--- src/rtl/core/ccp_pkg.sv ---
// ----------------------------------------------------------------------------
// ccp_pkg - constant pool parser shared definitions
// Tag codes, result kinds, parser phases and the per-tag payload length.
// ----------------------------------------------------------------------------
package ccp_pkg;

  localparam int unsigned ByteW   = 8;
  localparam int unsigned IdxW    = 16;
  localparam int unsigned ValW    = 64;
  localparam int unsigned KindW   = 3;
  localparam int unsigned HighWordShift = 32;

  // constant tags
  localparam logic [7:0] TAG_UTF8           = 8'd1;
  localparam logic [7:0] TAG_INTEGER        = 8'd3;
  localparam logic [7:0] TAG_FLOAT          = 8'd4;
  localparam logic [7:0] TAG_LONG           = 8'd5;
  localparam logic [7:0] TAG_DOUBLE         = 8'd6;
  localparam logic [7:0] TAG_CLASS          = 8'd7;
  localparam logic [7:0] TAG_STRING         = 8'd8;
  localparam logic [7:0] TAG_FIELDREF       = 8'd9;
  localparam logic [7:0] TAG_METHODREF      = 8'd10;
  localparam logic [7:0] TAG_IFMETHODREF    = 8'd11;
  localparam logic [7:0] TAG_NAMEANDTYPE    = 8'd12;
  localparam logic [7:0] TAG_METHODHANDLE   = 8'd15;
  localparam logic [7:0] TAG_METHODTYPE     = 8'd16;
  localparam logic [7:0] TAG_DYNAMIC        = 8'd17;
  localparam logic [7:0] TAG_INVOKEDYNAMIC  = 8'd18;
  localparam logic [7:0] TAG_MODULE         = 8'd19;
  localparam logic [7:0] TAG_PACKAGE        = 8'd20;

  typedef enum logic [KindW-1:0] {
    KIND_ENTRY    = 3'd0,
    KIND_TEXT     = 3'd1,
    KIND_EMPTY    = 3'd2,
    KIND_BADCOUNT = 3'd3,
    KIND_BADTAG   = 3'd4
  } kind_t;

  typedef enum logic [5:0] {
    PH_IDLE     = 6'b000001,
    PH_CNT_LO   = 6'b000010,
    PH_TAG      = 6'b000100,
    PH_PAYLOAD  = 6'b001000,
    PH_TEXT_LEN = 6'b010000,
    PH_TEXT     = 6'b100000
  } phase_t;

  // payload bytes after the tag; zero means the tag is not known
  function automatic logic [3:0] payload_len(input logic [7:0] t);
    logic [3:0] n;
    unique case (t)
      TAG_UTF8:                                    n = 4'd2;
      TAG_INTEGER, TAG_FLOAT:                      n = 4'd4;
      TAG_LONG, TAG_DOUBLE:                        n = 4'd8;
      TAG_CLASS, TAG_STRING, TAG_METHODTYPE,
      TAG_MODULE, TAG_PACKAGE:                     n = 4'd2;
      TAG_FIELDREF, TAG_METHODREF, TAG_IFMETHODREF,
      TAG_NAMEANDTYPE, TAG_DYNAMIC,
      TAG_INVOKEDYNAMIC:                           n = 4'd4;
      TAG_METHODHANDLE:                            n = 4'd3;
      default:                                     n = 4'd0;
    endcase
    return n;
  endfunction

endpackage

--- src/rtl/core/class_constant_pool_parser_top.sv ---
// ----------------------------------------------------------------------------
// class_constant_pool_parser_top - byte-serial class-file constant pool parser
// Reads the pool count, then each entry's tag and payload, one byte a cycle while
// s_axis_tready is high, and produces one record per entry and one result per UTF-8 text byte.
// ----------------------------------------------------------------------------
//  channel   dir  tdata                       tuser                 tlast
//  s_axis    in   in_byte                     start_req             -
//  m_axis    out  slot,tag,value,first_index, result_kind,text_last pool_last
//                 second_index,handle_kind,
//                 text_byte
//
//  One byte is taken every cycle while s_axis_tready is high; each request
//  leaves at most one result in the next cycle through a single output
//  register. s_axis_tready falls only while a result waits and m_axis_tready is low.
//  rst clears the parser to idle and empties the output register. A byte with
//  start_req restarts the parser from any phase; bytes before a start are dropped.
// ----------------------------------------------------------------------------
module class_constant_pool_parser_top
  import ccp_pkg::*;
(
  input  logic         clk,
  input  logic         rst,
  input  logic         s_axis_tvalid,
  output logic         s_axis_tready,
  input  logic [7:0]   s_axis_tdata,   // [7:0] in_byte
  input  logic         s_axis_tuser,   // [0] start_req
  output logic         m_axis_tvalid,
  input  logic         m_axis_tready,
  output logic [135:0] m_axis_tdata,   // [15:0] slot, [23:16] tag, [87:24] value,
                                       // [103:88] first_index, [119:104] second_index,
                                       // [127:120] handle_kind, [135:128] text_byte
  output logic [3:0]   m_axis_tuser,   // [2:0] result_kind, [3] text_last
  output logic         m_axis_tlast    // pool_last
);

  phase_t            phase, phase_next;
  logic [IdxW-1:0]   slots_left, slots_left_next;
  logic [IdxW-1:0]   slot_number, slot_number_next;
  logic [ByteW-1:0]  current_tag, current_tag_next;
  logic [IdxW-1:0]   bytes_left, bytes_left_next;
  logic [ValW-1:0]   accumulator, accumulator_next;

  logic              out_valid, out_valid_next;
  kind_t             r_kind, r_kind_next;
  logic [IdxW-1:0]   r_slot, r_slot_next;
  logic [ByteW-1:0]  r_tag, r_tag_next;
  logic [ValW-1:0]   r_value, r_value_next;
  logic [IdxW-1:0]   r_first, r_first_next;
  logic [IdxW-1:0]   r_second, r_second_next;
  logic [ByteW-1:0]  r_refkind, r_refkind_next;
  logic [ByteW-1:0]  r_text, r_text_next;
  logic              r_text_last, r_text_last_next;
  logic              r_pool_last, r_pool_last_next;

  logic              accept;
  logic [ByteW-1:0]  b;
  logic              start;
  logic [ValW-1:0]   acc_shift;
  logic [IdxW-1:0]   bytes_dec;
  logic [IdxW-1:0]   count;
  logic [IdxW-1:0]   used;
  logic              pool_done;
  logic [3:0]        plen;
  logic              emit;

  assign s_axis_tready = !out_valid || m_axis_tready;
  assign accept        = s_axis_tvalid && s_axis_tready;
  assign b             = s_axis_tdata;
  assign start         = s_axis_tuser;
  assign acc_shift     = {accumulator[ValW-ByteW-1:0], b};
  assign bytes_dec     = bytes_left - 16'd1;
  assign count         = {accumulator[7:0], b};
  assign plen          = payload_len(b);
  assign used          = (current_tag == TAG_LONG || current_tag == TAG_DOUBLE) ? 16'd2 : 16'd1;
  assign pool_done     = (slots_left <= used);

  always_comb begin
    phase_next       = phase;
    slots_left_next  = slots_left;
    slot_number_next = slot_number;
    current_tag_next = current_tag;
    bytes_left_next  = bytes_left;
    accumulator_next = accumulator;

    emit             = 1'b0;
    r_kind_next      = KIND_ENTRY;
    r_slot_next      = slot_number;
    r_tag_next       = current_tag;
    r_value_next     = '0;
    r_first_next     = '0;
    r_second_next    = '0;
    r_refkind_next   = '0;
    r_text_next      = '0;
    r_text_last_next = 1'b0;
    r_pool_last_next = 1'b0;

    if (start) begin
      accumulator_next = {{(ValW-ByteW){1'b0}}, b};
      slots_left_next  = '0;
      slot_number_next = '0;
      current_tag_next = '0;
      bytes_left_next  = '0;
      phase_next       = PH_CNT_LO;
    end else begin
      unique case (phase)
        PH_CNT_LO: begin
          accumulator_next = '0;
          if (count == 16'd0) begin
            phase_next  = PH_IDLE;
            emit        = 1'b1;
            r_kind_next = KIND_BADCOUNT;
            r_slot_next = '0;
            r_tag_next  = '0;
          end else if (count == 16'd1) begin
            phase_next       = PH_IDLE;
            emit             = 1'b1;
            r_kind_next      = KIND_EMPTY;
            r_slot_next      = '0;
            r_tag_next       = '0;
            r_pool_last_next = 1'b1;
          end else begin
            slots_left_next  = count - 16'd1;
            slot_number_next = 16'd1;
            phase_next       = PH_TAG;
          end
        end
        PH_TAG: begin
          current_tag_next = b;
          if (plen == 4'd0) begin
            phase_next  = PH_IDLE;
            emit        = 1'b1;
            r_kind_next = KIND_BADTAG;
            r_tag_next  = b;
          end else begin
            accumulator_next = '0;
            bytes_left_next  = {12'd0, plen};
            phase_next       = (b == TAG_UTF8) ? PH_TEXT_LEN : PH_PAYLOAD;
          end
        end
        PH_TEXT_LEN: begin
          accumulator_next = {48'd0, acc_shift[15:0]};
          bytes_left_next  = bytes_dec;
          if (bytes_dec == 16'd0) begin
            emit             = 1'b1;
            r_value_next     = {48'd0, acc_shift[15:0]};
            bytes_left_next  = acc_shift[15:0];
            accumulator_next = '0;
            if (acc_shift[15:0] == 16'd0) begin
              r_pool_last_next = pool_done;
            end else begin
              phase_next = PH_TEXT;
            end
          end
        end
        PH_TEXT: begin
          bytes_left_next = bytes_dec;
          emit            = 1'b1;
          r_kind_next     = KIND_TEXT;
          r_text_next     = b;
          if (bytes_dec == 16'd0) begin
            r_text_last_next = 1'b1;
            r_pool_last_next = pool_done;
          end
        end
        PH_PAYLOAD: begin
          accumulator_next = acc_shift;
          bytes_left_next  = bytes_dec;
          if (bytes_dec == 16'd0) begin
            accumulator_next = '0;
            emit             = 1'b1;
            r_pool_last_next = pool_done;
            unique case (current_tag)
              TAG_INTEGER, TAG_FLOAT:
                r_value_next = {32'd0, acc_shift[HighWordShift-1:0]};
              TAG_LONG, TAG_DOUBLE:
                r_value_next = acc_shift;
              TAG_FIELDREF, TAG_METHODREF, TAG_IFMETHODREF, TAG_NAMEANDTYPE,
              TAG_DYNAMIC, TAG_INVOKEDYNAMIC: begin
                r_first_next  = acc_shift[31:16];
                r_second_next = acc_shift[15:0];
              end
              TAG_METHODHANDLE: begin
                r_refkind_next = acc_shift[23:16];
                r_first_next   = acc_shift[15:0];
              end
              default:
                r_first_next = acc_shift[15:0];
            endcase
          end
        end
        default: phase_next = PH_IDLE;  // idle: stray bytes dropped
      endcase

      // entry completed: step the slot counters
      if (emit && r_kind_next != KIND_BADTAG && r_kind_next != KIND_BADCOUNT &&
          r_kind_next != KIND_EMPTY &&
          (r_kind_next == KIND_ENTRY ? (phase_next != PH_TEXT) : r_text_last_next)) begin
        if (pool_done) begin
          slots_left_next = '0;
          phase_next      = PH_IDLE;
        end else begin
          slots_left_next  = slots_left - used;
          slot_number_next = slot_number + used;
          phase_next       = PH_TAG;
        end
      end
    end

    if (accept) begin
      out_valid_next = emit;
    end else if (m_axis_tready) begin
      out_valid_next = 1'b0;
    end else begin
      out_valid_next = out_valid;
    end
  end

  always_ff @(posedge clk) begin
    if (rst) begin
      phase       <= PH_IDLE;
      slots_left  <= '0;
      slot_number <= '0;
      current_tag <= '0;
      bytes_left  <= '0;
      accumulator <= '0;
      out_valid   <= 1'b0;
    end else begin
      out_valid <= out_valid_next;
      if (accept) begin
        phase       <= phase_next;
        slots_left  <= slots_left_next;
        slot_number <= slot_number_next;
        current_tag <= current_tag_next;
        bytes_left  <= bytes_left_next;
        accumulator <= accumulator_next;
      end
    end
  end

  always_ff @(posedge clk) begin
    if (accept && emit) begin
      r_kind      <= r_kind_next;
      r_slot      <= r_slot_next;
      r_tag       <= r_tag_next;
      r_value     <= r_value_next;
      r_first     <= r_first_next;
      r_second    <= r_second_next;
      r_refkind   <= r_refkind_next;
      r_text      <= r_text_next;
      r_text_last <= r_text_last_next;
      r_pool_last <= r_pool_last_next;
    end
  end

  assign m_axis_tvalid = out_valid;
  assign m_axis_tdata  = {r_text, r_refkind, r_second, r_first, r_value, r_tag, r_slot};
  assign m_axis_tuser  = {r_text_last, r_kind};
  assign m_axis_tlast  = r_pool_last;

  // text phase is only entered with bytes still to come
  a_text_nonzero: assert property (@(posedge clk) disable iff (rst)
    phase == PH_TEXT |-> bytes_left != 16'd0)
    else $error("text phase with no bytes left");

  a_start_restarts: assert property (@(posedge clk) disable iff (rst)
    accept && start |=> phase == PH_CNT_LO)
    else $error("start request did not restart parser");

  a_err_not_last: assert property (@(posedge clk) disable iff (rst)
    out_valid && (r_kind == KIND_BADCOUNT || r_kind == KIND_BADTAG) |-> !r_pool_last)
    else $error("error result flagged as pool end");

  a_text_last_kind: assert property (@(posedge clk) disable iff (rst)
    out_valid && r_text_last |-> r_kind == KIND_TEXT)
    else $error("text_last on non-text result");

  a_pool_end_idle: assert property (@(posedge clk) disable iff (rst)
    accept && emit && r_pool_last_next |=> phase == PH_IDLE && slots_left == 16'd0)
    else $error("parser not idle after pool end");

endmodule
--- config.mk ---
export PLATFORM = sky130hd
export DESIGN_NAME = class_constant_pool_parser_top
export DESIGN_NICKNAME = d
export VERILOG_FILES = /design/src/rtl/core/ccp_pkg.sv /design/src/rtl/core/class_constant_pool_parser_top.sv
export SDC_FILE = /design/constraint.sdc
export NUM_CORES = 1
export LEC_CHECK = 0
export BUFFER_PORTS_ARGS = -buffer_cell sky130_fd_sc_hd__buf_2
export CORE_MARGIN = 2
export CORE_UTILIZATION = 40
export DETAILED_ROUTE_END_ITERATION = 6
export PLACE_DENSITY = 0.68
export SYNTH_ARGS = -nofsm -noshare
export SYNTH_HDL_FRONTEND = slang
export SYNTH_SLANG_ARGS = --single-unit
--- constraint.sdc ---
create_clock -name clk -period 5.7 [get_ports clk]
set_input_delay 0.57 -clock clk [delete_from_list [all_inputs] [get_ports clk]]
set_output_delay 0.57 -clock clk [all_outputs]
set_load 0.005 [all_outputs]
==> out/results.txt, run 1 <==
The flow ran to the end, and the final reports show no timing, DRC or antenna violations. The mapped netlist covers 11,670 um2. In the post-synthesis netlist, the biggest area contributors are sky130_fd_sc_hd__edfxtp_1, sky130_fd_sc_hd__dfxtp_1, sky130_fd_sc_hd__a22o_1, sky130_fd_sc_hd__and2_1, sky130_fd_sc_hd__nor2_1. The critical path crosses 8 cells after its start point.

The startpoint type of the worst setup path was a flip-flop. Measured in cells, the most critical reg-to-reg path has a length of 8. The logs give 8,465 for the number of global-route vias before repair and 62 for the number of placement rows.

The first routing iteration left 838 violations. The die height came out at 174.8 um. Net switching is 22.16% of the power.

The clock-pin slew on the worst setup and hold paths works out to 0.06 ns. Met3 capacity usage during global routing: 4.156%. Total count of max-transition violations in the final report: 0. The met1 usage is 26.48%, and the largest fanout of any net on the critical path is 32. The first-pass GRT wire length is 47.47 mm. Setup violations remaining at the end of the flow were counted as 0. The worst pin sits at a relative slew slack of 24.57%.

Once detail routing completed, the nets flagged for antenna violations numbered 0. The synthesized netlist devotes 1.415% of its cell area to adder and majority cells. Total core area: 28,700 um2.

Vias per cell: 5.569. CTS placed an instance of sky130_fd_sc_hd__clkbuf_16 at the clock tree root. The number of cells produced by synthesis came out at 1,079.

In the synthesized netlist, mux cells make up 1.297% of the area. In the global route stage, overall resource usage came out at 19.47%. Summed over all cells, the static leakage comes to 5.337 nW. Setup repair after global routing left no endpoint under its margin.

The total number of vias is 8,944, and the final HPWL from detailed placement is 21.01 mm. The final routed DRC violation total is 0, and the measured slew at the worst slew-check pin is 1.129 ns. The post-synthesis net count was 1,104; the net switching power figure was 0.8581 mW.

In the final timing run, aggregate negative setup slack is 0 ns. The clock latency on the worst-skew pair came out at 0.54 ns. The first detailed-routing pass took 5 iterations.

The cell type contributing the most total cell area after synthesis was sky130_fd_sc_hd__edfxtp_1. The floorplan step set the die width to 174.8 um. The number of enable flip-flop cells after synthesis came out at 141. The worst setup slack after layout is 1.319 ns. Grouping stages by cell kind, the critical path spends the most delay in simple AND/OR/NAND/NOR gates.

Type of the worst setup path: flip-flop to flip-flop. The clock passes through at most 3 buffers. Count of port buffers added during placement: 155. In the synthesized netlist the async set-or-reset flop fraction comes to 0%. In the layout the commonest cells are sky130_fd_sc_hd__buf_2, sky130_fd_sc_hd__edfxtp_1, sky130_fd_sc_hd__dfxtp_1, sky130_fd_sc_hd__and2_1, sky130_fd_sc_hd__a22o_1.

The synthesized netlist devotes 15.60% of its cell area to compound gates. In the global route stage, met2 resource usage came out at 31.24%. The number of max-capacitance violations reported came out at 0. Across the VDD grid, the largest voltage drop is 0.1580 mV. The tools report the number of instances resized during post-cts repair as 0. For the largest net degree at the start of global routing, the log shows 56. The initial core utilization is 40.67%, and the fraction of final layout cells with drive strength greater than 1 is 18.67%. Counting distinct cell types in the post-synthesis netlist gives 70. The synthesized netlist devotes 2.251% of its cell area to XOR and XNOR gates. Counting instances, the worst hold path has a depth of 3. The number of synthesized register bits came out at 260. The run gives 27 as the number of buffers created by CTS.

The sum of buffers and inverters on the critical path came out at 0. The signal on the critical path passes through or4_1 > nor4_1 > xnor2_1 > nand3_1 > or4b_1 > or3_1 > nor2_2 > and2_1. After synthesis, the largest area contributor takes up 36.27% of total cell area. Area fraction in and, or, nand and nor cells after synthesis: 19.35%. The number of hold buffers added after cts came out at 0. For this run, the register share of the synthesized area comes to 56.68%. The Yosys step of the flow raised 0 warnings. The initial antenna violation count is 2, and the post-CTS setup repair buffer count is 0. The setup slack at placement is 1.333 ns, and the internal power summed over all cells is 3.014 mW. After layout, the worst path uses 76.86% of the clock period. After synthesis, the mean cell area works out to 10.82 um2. For this block, the routed nets add up to 30.58 mm of wire. Data arrives at the worst endpoint at 4.77 ns. The layer with the highest usage is met2. After synthesis, the largest family of logic cells by area is simple AND/OR/NAND/NOR gates.

The fraction of power consumed by sequential logic is 51.0%. The number of nets at the end of the flow was 1,225. Final period demand of the worst path: 4.381 ns. TritonCTS built the clock tree. For this design the ratio of total power to cell area is 284.4 nW/um2. Combinational cells account for 4.2% of the total power. The die footprint is 30,560 um2, and the total congestion overflow after global routing is 0.

Relative to the synthesized area, the layout overhead comes to 16.65%. After filler insertion, the fill cell instance count of the layout stands at 2,632. The tools report the H-tree depth as 1.

The tools report the endpoint class of the critical path as a flip-flop. For the worst setup path, the data required time is 6.09 ns. Pin placement for this block handled 156 I/O pins.

Average wire length per cell after detail routing: 19.04 um. Leaving out fill and tap cells, the most frequent cell in the layout is sky130_fd_sc_hd__buf_2. The worst hold path belongs to the class input port to flip-flop. The cell with the largest stage delay on the worst path is sky130_fd_sc_hd__nor2_2. The largest single stage delay on the critical path is 0.77 ns. The achievable frequency came out at 0.2282 GHz.

The share of total power dissipated in the clock network is 44.8%. Sink count of the clock tree: 260. Among all flip-flop cells after synthesis, the most frequent one is sky130_fd_sc_hd__edfxtp_1.

The hold violation count in the final report came out at 0. The largest clock skew in the final design is 0.01370 ns, and the routability congestion estimate is 0.9325.
path summary, 6_finish.rpt:
kind	slack, ns	start	to
setup / recovery	1.32	bytes_left[2]	r_value[34]
hold / removal	0.38	m_axis_tready	m_axis_tvalid
setup reg to reg	1.32	bytes_left[2]	r_value[34]
hold reg to reg	0.46	slots_left[7]	slots_left[7]
per-layer routing:
metal	up-vias	wire [um]
li1	4232	-
met1	4329	13400
met2	317	14080
met3	64	2286
met4	2	805
met5	-	12
final cells by class:
cell class	count	area (um2)	area share (%)
Antenna cell	1	2.502	0.01838
Sequential cell	260	6616	48.59
Multi-Input combinational cell	723	4674	34.33
Clock buffer	36	739.5	5.431
Inverter	23	90.09	0.6616
Tap cell	384	480.5	3.529
Clock inverter	14	136.4	1.002
Timing Repair Buffer	165	875.8	6.433
through the flow:
stage	utilization, %	hold slack [ns]	instances	total power [mW]	cell area [um2]
2_1_floorplan	-	0.4239	1079	2.123	11680
5_1_grt	47.43	0.4094	1605	3.990	13610
3_5_place_dp	44.38	0.4458	1555	2.175	12740
6_report	47.44	0.3821	1606	3.872	13620
4_1_cts	47.43	0.3701	1605	3.900	13610
3_3_place_gp	44.38	0.4437	1555	2.173	12740
tightest hold or removal path: cells and delay by family:
kind | cells | cell delay (ns)
AO/OA/AOI/OAI | 1 | 0.07
buffers and inverters | 1 | 0.07
AND/OR/NAND/NOR | 1 | 0.15
cell families after synthesis:
group / Yosys count
xor gates and xnor gates: 30
AOI/OAI and AO/OA: 251
adders and majority gates: 12
DFF: 260
buffers and inverters: 96
muxes: 15
and+or+nand+nor: 415
cell usage after synthesis (15+ instances only):
master and n:
sky130_fd_sc_hd__o21ai_0 43, sky130_fd_sc_hd__nand3_1 22, sky130_fd_sc_hd__a22oi_1 15, sky130_fd_sc_hd__nor4_1 17, sky130_fd_sc_hd__edfxtp_1 141, sky130_fd_sc_hd__xor2_1 16, sky130_fd_sc_hd__dfxtp_1 119, sky130_fd_sc_hd__clkbuf_1 56
sky130_fd_sc_hd__inv_1 22, sky130_fd_sc_hd__nand2_1 72, sky130_fd_sc_hd__nor2_1 73, sky130_fd_sc_hd__nor3_1 45, sky130_fd_sc_hd__and2_1 94, sky130_fd_sc_hd__a22o_1 88, sky130_fd_sc_hd__a21oi_1 32, sky130_fd_sc_hd__nor2b_1 19
state kept, by name, indices dropped and copies added (netlist names), 6 cells and up:
signal,cells
r_value,64
slot_number,16
accumulator,56
phase,6
r_second,16
r_refkind,8
bytes_left,16
r_first,16
slots_left,16
r_text,8
r_tag,8
current_tag,8
r_slot,16
power groups by stage:
stage	Clock (mW)	Combinational, mW	Sequential [mW]
global route	1.84	0.176	1.98
detailed placement	0	0.158	2.02
finish	1.73	0.162	1.98
floorplan	0	0.118	2.00
global placement	0	0.156	2.02
CTS	1.76	0.159	1.98
No activity file was read; power rests on OpenSTA's default activity.
==> run 2: changes to the inputs <==
==> constraint.sdc (replaced) <==
create_clock -name clk -period 3.75 [get_ports clk]
set_input_delay 0.375 -clock clk [delete_from_list [all_inputs] [get_ports clk]]
set_output_delay 0.375 -clock clk [all_outputs]
set_load 0.005 [all_outputs]
==> out/results.txt, run 2 (synthesis results as in run 1) <==
The run finished with clean final reports. The storage element area is 6618 um2 (was 6616 um2). The final routed DRC violation total is 0 (unchanged), and the layout filler cell count is 2,625 (was 2,632). The most common library cell in the layout ignoring fill and taps was sky130_fd_sc_hd__buf_2 (unchanged).

The final period demand of the worst path is 3.522 ns (was 4.381 ns), and the average wire length per cell after detail routing is 19.28 um (was 19.04 um). Setup repair after global routing left no endpoint under its margin. The sink count of the clock tree was 260 (unchanged); the number of instances resized during post-cts repair was 1 (was 0).

The run gives 2.372 mm (was 2.286 mm) as the wire length on met3. For the antenna cell count, the log shows 0 (was 1). The logs give 14,080 um2 (was 13,620 um2) for the post-layout instance area and 947 (was 838) for the first-iteration detailed-routing DRC count. The tools report the post-route antenna net violation count as 0 (unchanged). The total number of vias is 9,238 (was 8,944). The register with the most flip-flops was r_value (unchanged). The run gives 0 (unchanged) as the number of hold buffers added after cts. The count of placed standard cells in the final layout, fillers left out is 1,659 (was 1,606). The die height was 174.8 um (unchanged). Classification of the worst-slack hold path: input port to flip-flop (unchanged). The largest clock skew in the final design is 0.02155 ns (was 0.01370 ns), and the number of max-capacitance violations reported is 0 (unchanged).

For the largest net degree at the start of global routing, the log shows 56 (unchanged). The tightest slew margin relative to the limit was 33.28% (was 24.57%). The number of flip-flops in the largest register was 64 (unchanged); the die extent in x was 174.8 um (unchanged). The synthesis-to-layout area growth was 20.66% (was 16.65%). Type of the worst setup path: flip-flop to flip-flop (unchanged). For the aggregate global-route resource usage, the log shows 20.39% (was 19.47%).

For the number of buffers created by CTS, the log shows 25 (was 27). Largest registers ranked by flip-flop count: r_value x64, accumulator x56 (unchanged). The endpoint class of the critical path was a flip-flop (unchanged).

The run gives 5.590 nW (was 5.337 nW) as the reported leakage power. For the initial core utilization, the log shows 40.67% (unchanged). For the worst endpoint data arrival time, the log shows 3.92 ns (was 4.77 ns). The worst vdd rail ir drop is 0.2542 mV (was 0.1580 mV). The cell with the largest stage delay on the worst path is sky130_fd_sc_hd__or4_1 (was sky130_fd_sc_hd__nor2_2).

The initial antenna violation count was 0 (was 2); the measured slew at the worst slew-check pin was 0.9932 ns (was 1.129 ns). TritonCTS built the clock tree. The die footprint is 30,560 um2 (unchanged), and the count of port buffers added during placement is 155 (unchanged). The fraction of final layout cells with drive strength greater than 1 is 22.20% (was 18.67%).

The aggregate routed wire length is 31.98 mm (was 30.58 mm). The number of global-route vias before repair was 8,737 (was 8,465); the H-tree depth was 1 (unchanged). The achievable frequency is 0.2839 GHz (was 0.2282 GHz), and the met1 routed wirelength after detailed routing is 13.82 mm (was 13.40 mm).

The post-CTS setup repair buffer count was 0 (unchanged); the met2 routed wirelength was 14.46 mm (was 14.08 mm). The tools report the master cell of the clock root buffer as sky130_fd_sc_hd__clkbuf_16 (unchanged). The placed cell area is 13,260 um2 (was 12,740 um2).

The logs give 0.9425 (was 0.9325) for the routability congestion estimate and 5 (unchanged) for the number of optimization iterations in the first detailed-route pass. The number of placement rows came out at 62 (unchanged). The worst hold slack came out at 0.2210 ns (was 0.3821 ns).

Startpoint type of the worst setup path: a flip-flop (unchanged). The count of boundary I/O pins came out at 156 (unchanged). The hold violation count in the final report was 0 (unchanged); the area occupied by multi-input gates was 4725 um2 (was 4674 um2). The tools report the final HPWL from detailed placement as 22.65 mm (was 21.01 mm). The power density of the placed cells came out at 407.2 nW/um2 (was 284.4 nW/um2). The total core area was 28,700 um2 (unchanged); the total congestion overflow after global routing was 0 (unchanged).

The highest metal layer with signal wires is met4 (was met5). The total count of max-transition violations in the final report is 0 (unchanged), and the largest incremental delay on the critical path is 0.72 ns (was 0.77 ns). The first-pass GRT wire length was 49.32 mm (was 47.47 mm); the maximum buffer depth of the clock tree was 3 (unchanged).

Critical Path, Cell by Cell: or4_1 > nor4_2 > xnor2_1 > nand3_1 > or4b_1 > buf_4 > or4_1 > buf_4 > o31ai_1 > a21oi_1 (was or4_1 > nor4_1 > xnor2_1 > nand3_1 > or4b_1 > or3_1 > nor2_2 > and2_1). The clock latency on the worst-skew pair was 0.53 ns (was 0.54 ns); the final cycle utilization of the critical path was 93.93% (was 76.86%). Clock-pin slew on the worst setup and hold paths: 0.06 ns (about the same).

Commonest cells after routing, fill and taps aside: sky130_fd_sc_hd__buf_2, sky130_fd_sc_hd__edfxtp_1, sky130_fd_sc_hd__dfxtp_1, sky130_fd_sc_hd__and2_1, sky130_fd_sc_hd__a22o_1 (unchanged). The required time of the critical path is 4.15 ns (was 6.09 ns), and the vias per cell is 5.568 (was 5.569). The largest fanout of any net on the critical path is 8 (was 32), and the number of nets at the end of the flow is 1,281 (was 1,225). The post-placement cell count came out at 1,613 (was 1,555). The tools report the final setup violation count as 0 (unchanged).
[run 2: cell count changes in the layout (fill, tap and decap cells not counted), moves of 5 or more]
cell	delta
sky130_fd_sc_hd__buf_12	+6
sky130_fd_sc_hd__clkinv_2	-5
sky130_fd_sc_hd__buf_4	+52
sky130_fd_sc_hd__clkinv_1	+6
[run 2: path summary, 6_finish.rpt]
check | startpoint | endpoint | slack (ns) | cells after the start
worst max register to register | bytes_left[3] | slot_number[0] | 0.23 | 10
worst min-delay path | m_axis_tready | m_axis_tvalid | 0.22 | 3
worst max-delay path | bytes_left[3] | slot_number[0] | 0.23 | 10
worst min register to register | accumulator[49] | accumulator[49] | 0.47 | 1
[run 2: layer usage]
layer | up-vias | global-route usage, %
met3 | 84 | 3.938
met4 | 0 | 8.403
met2 | 417 | 32.31
li1 | 4327 | -
met5 | - | 0
met1 | 4410 | 27.49
[run 2: final cells by class]
class,count,share of cell area (%)
flip-flops and latches,260,46.99
multi-input cells,723,33.55
repair buffers,223,9.844
clock buffers,32,4.700
well taps,384,3.412
clock inverters,14,0.8707
inverters,23,0.6397
[run 2: through the flow]
stage / worst slack, ns / util (%) / power (mW) / TNS [ns]
global route: 0.03202 / 49.07 / 5.904 / 0
global placement: 0.2163 / 46.19 / 3.340 / 0
detailed placement: -0.009247 / 46.19 / 3.341 / -0.009247
CTS: 0.09250 / 48.92 / 5.756 / 0
finish: 0.2277 / 49.07 / 5.735 / 0
floorplan: -0.6906 / - / 3.228 / -97.38
[run 2: worst max-delay path, delay by kind of cell (launching register included)]
| family | cells | cell delay (ns) |
|---|---|---|
| flip-flops | 1 | 0.38 |
| XOR/XNOR | 1 | 0.18 |
| AND/OR/NAND/NOR | 5 | 2.12 |
| AO/OA/AOI/OAI | 2 | 0.33 |
| buffers and inverters | 2 | 0.37 |
[run 2: power breakdown]
part / total [mW] / switching [mW] / internal, mW
clock: 2.44 / 1.06 / 1.38
sequential: 3.00 / 0.0149 / 2.98
combinational: 0.296 / 0.198 / 0.0976
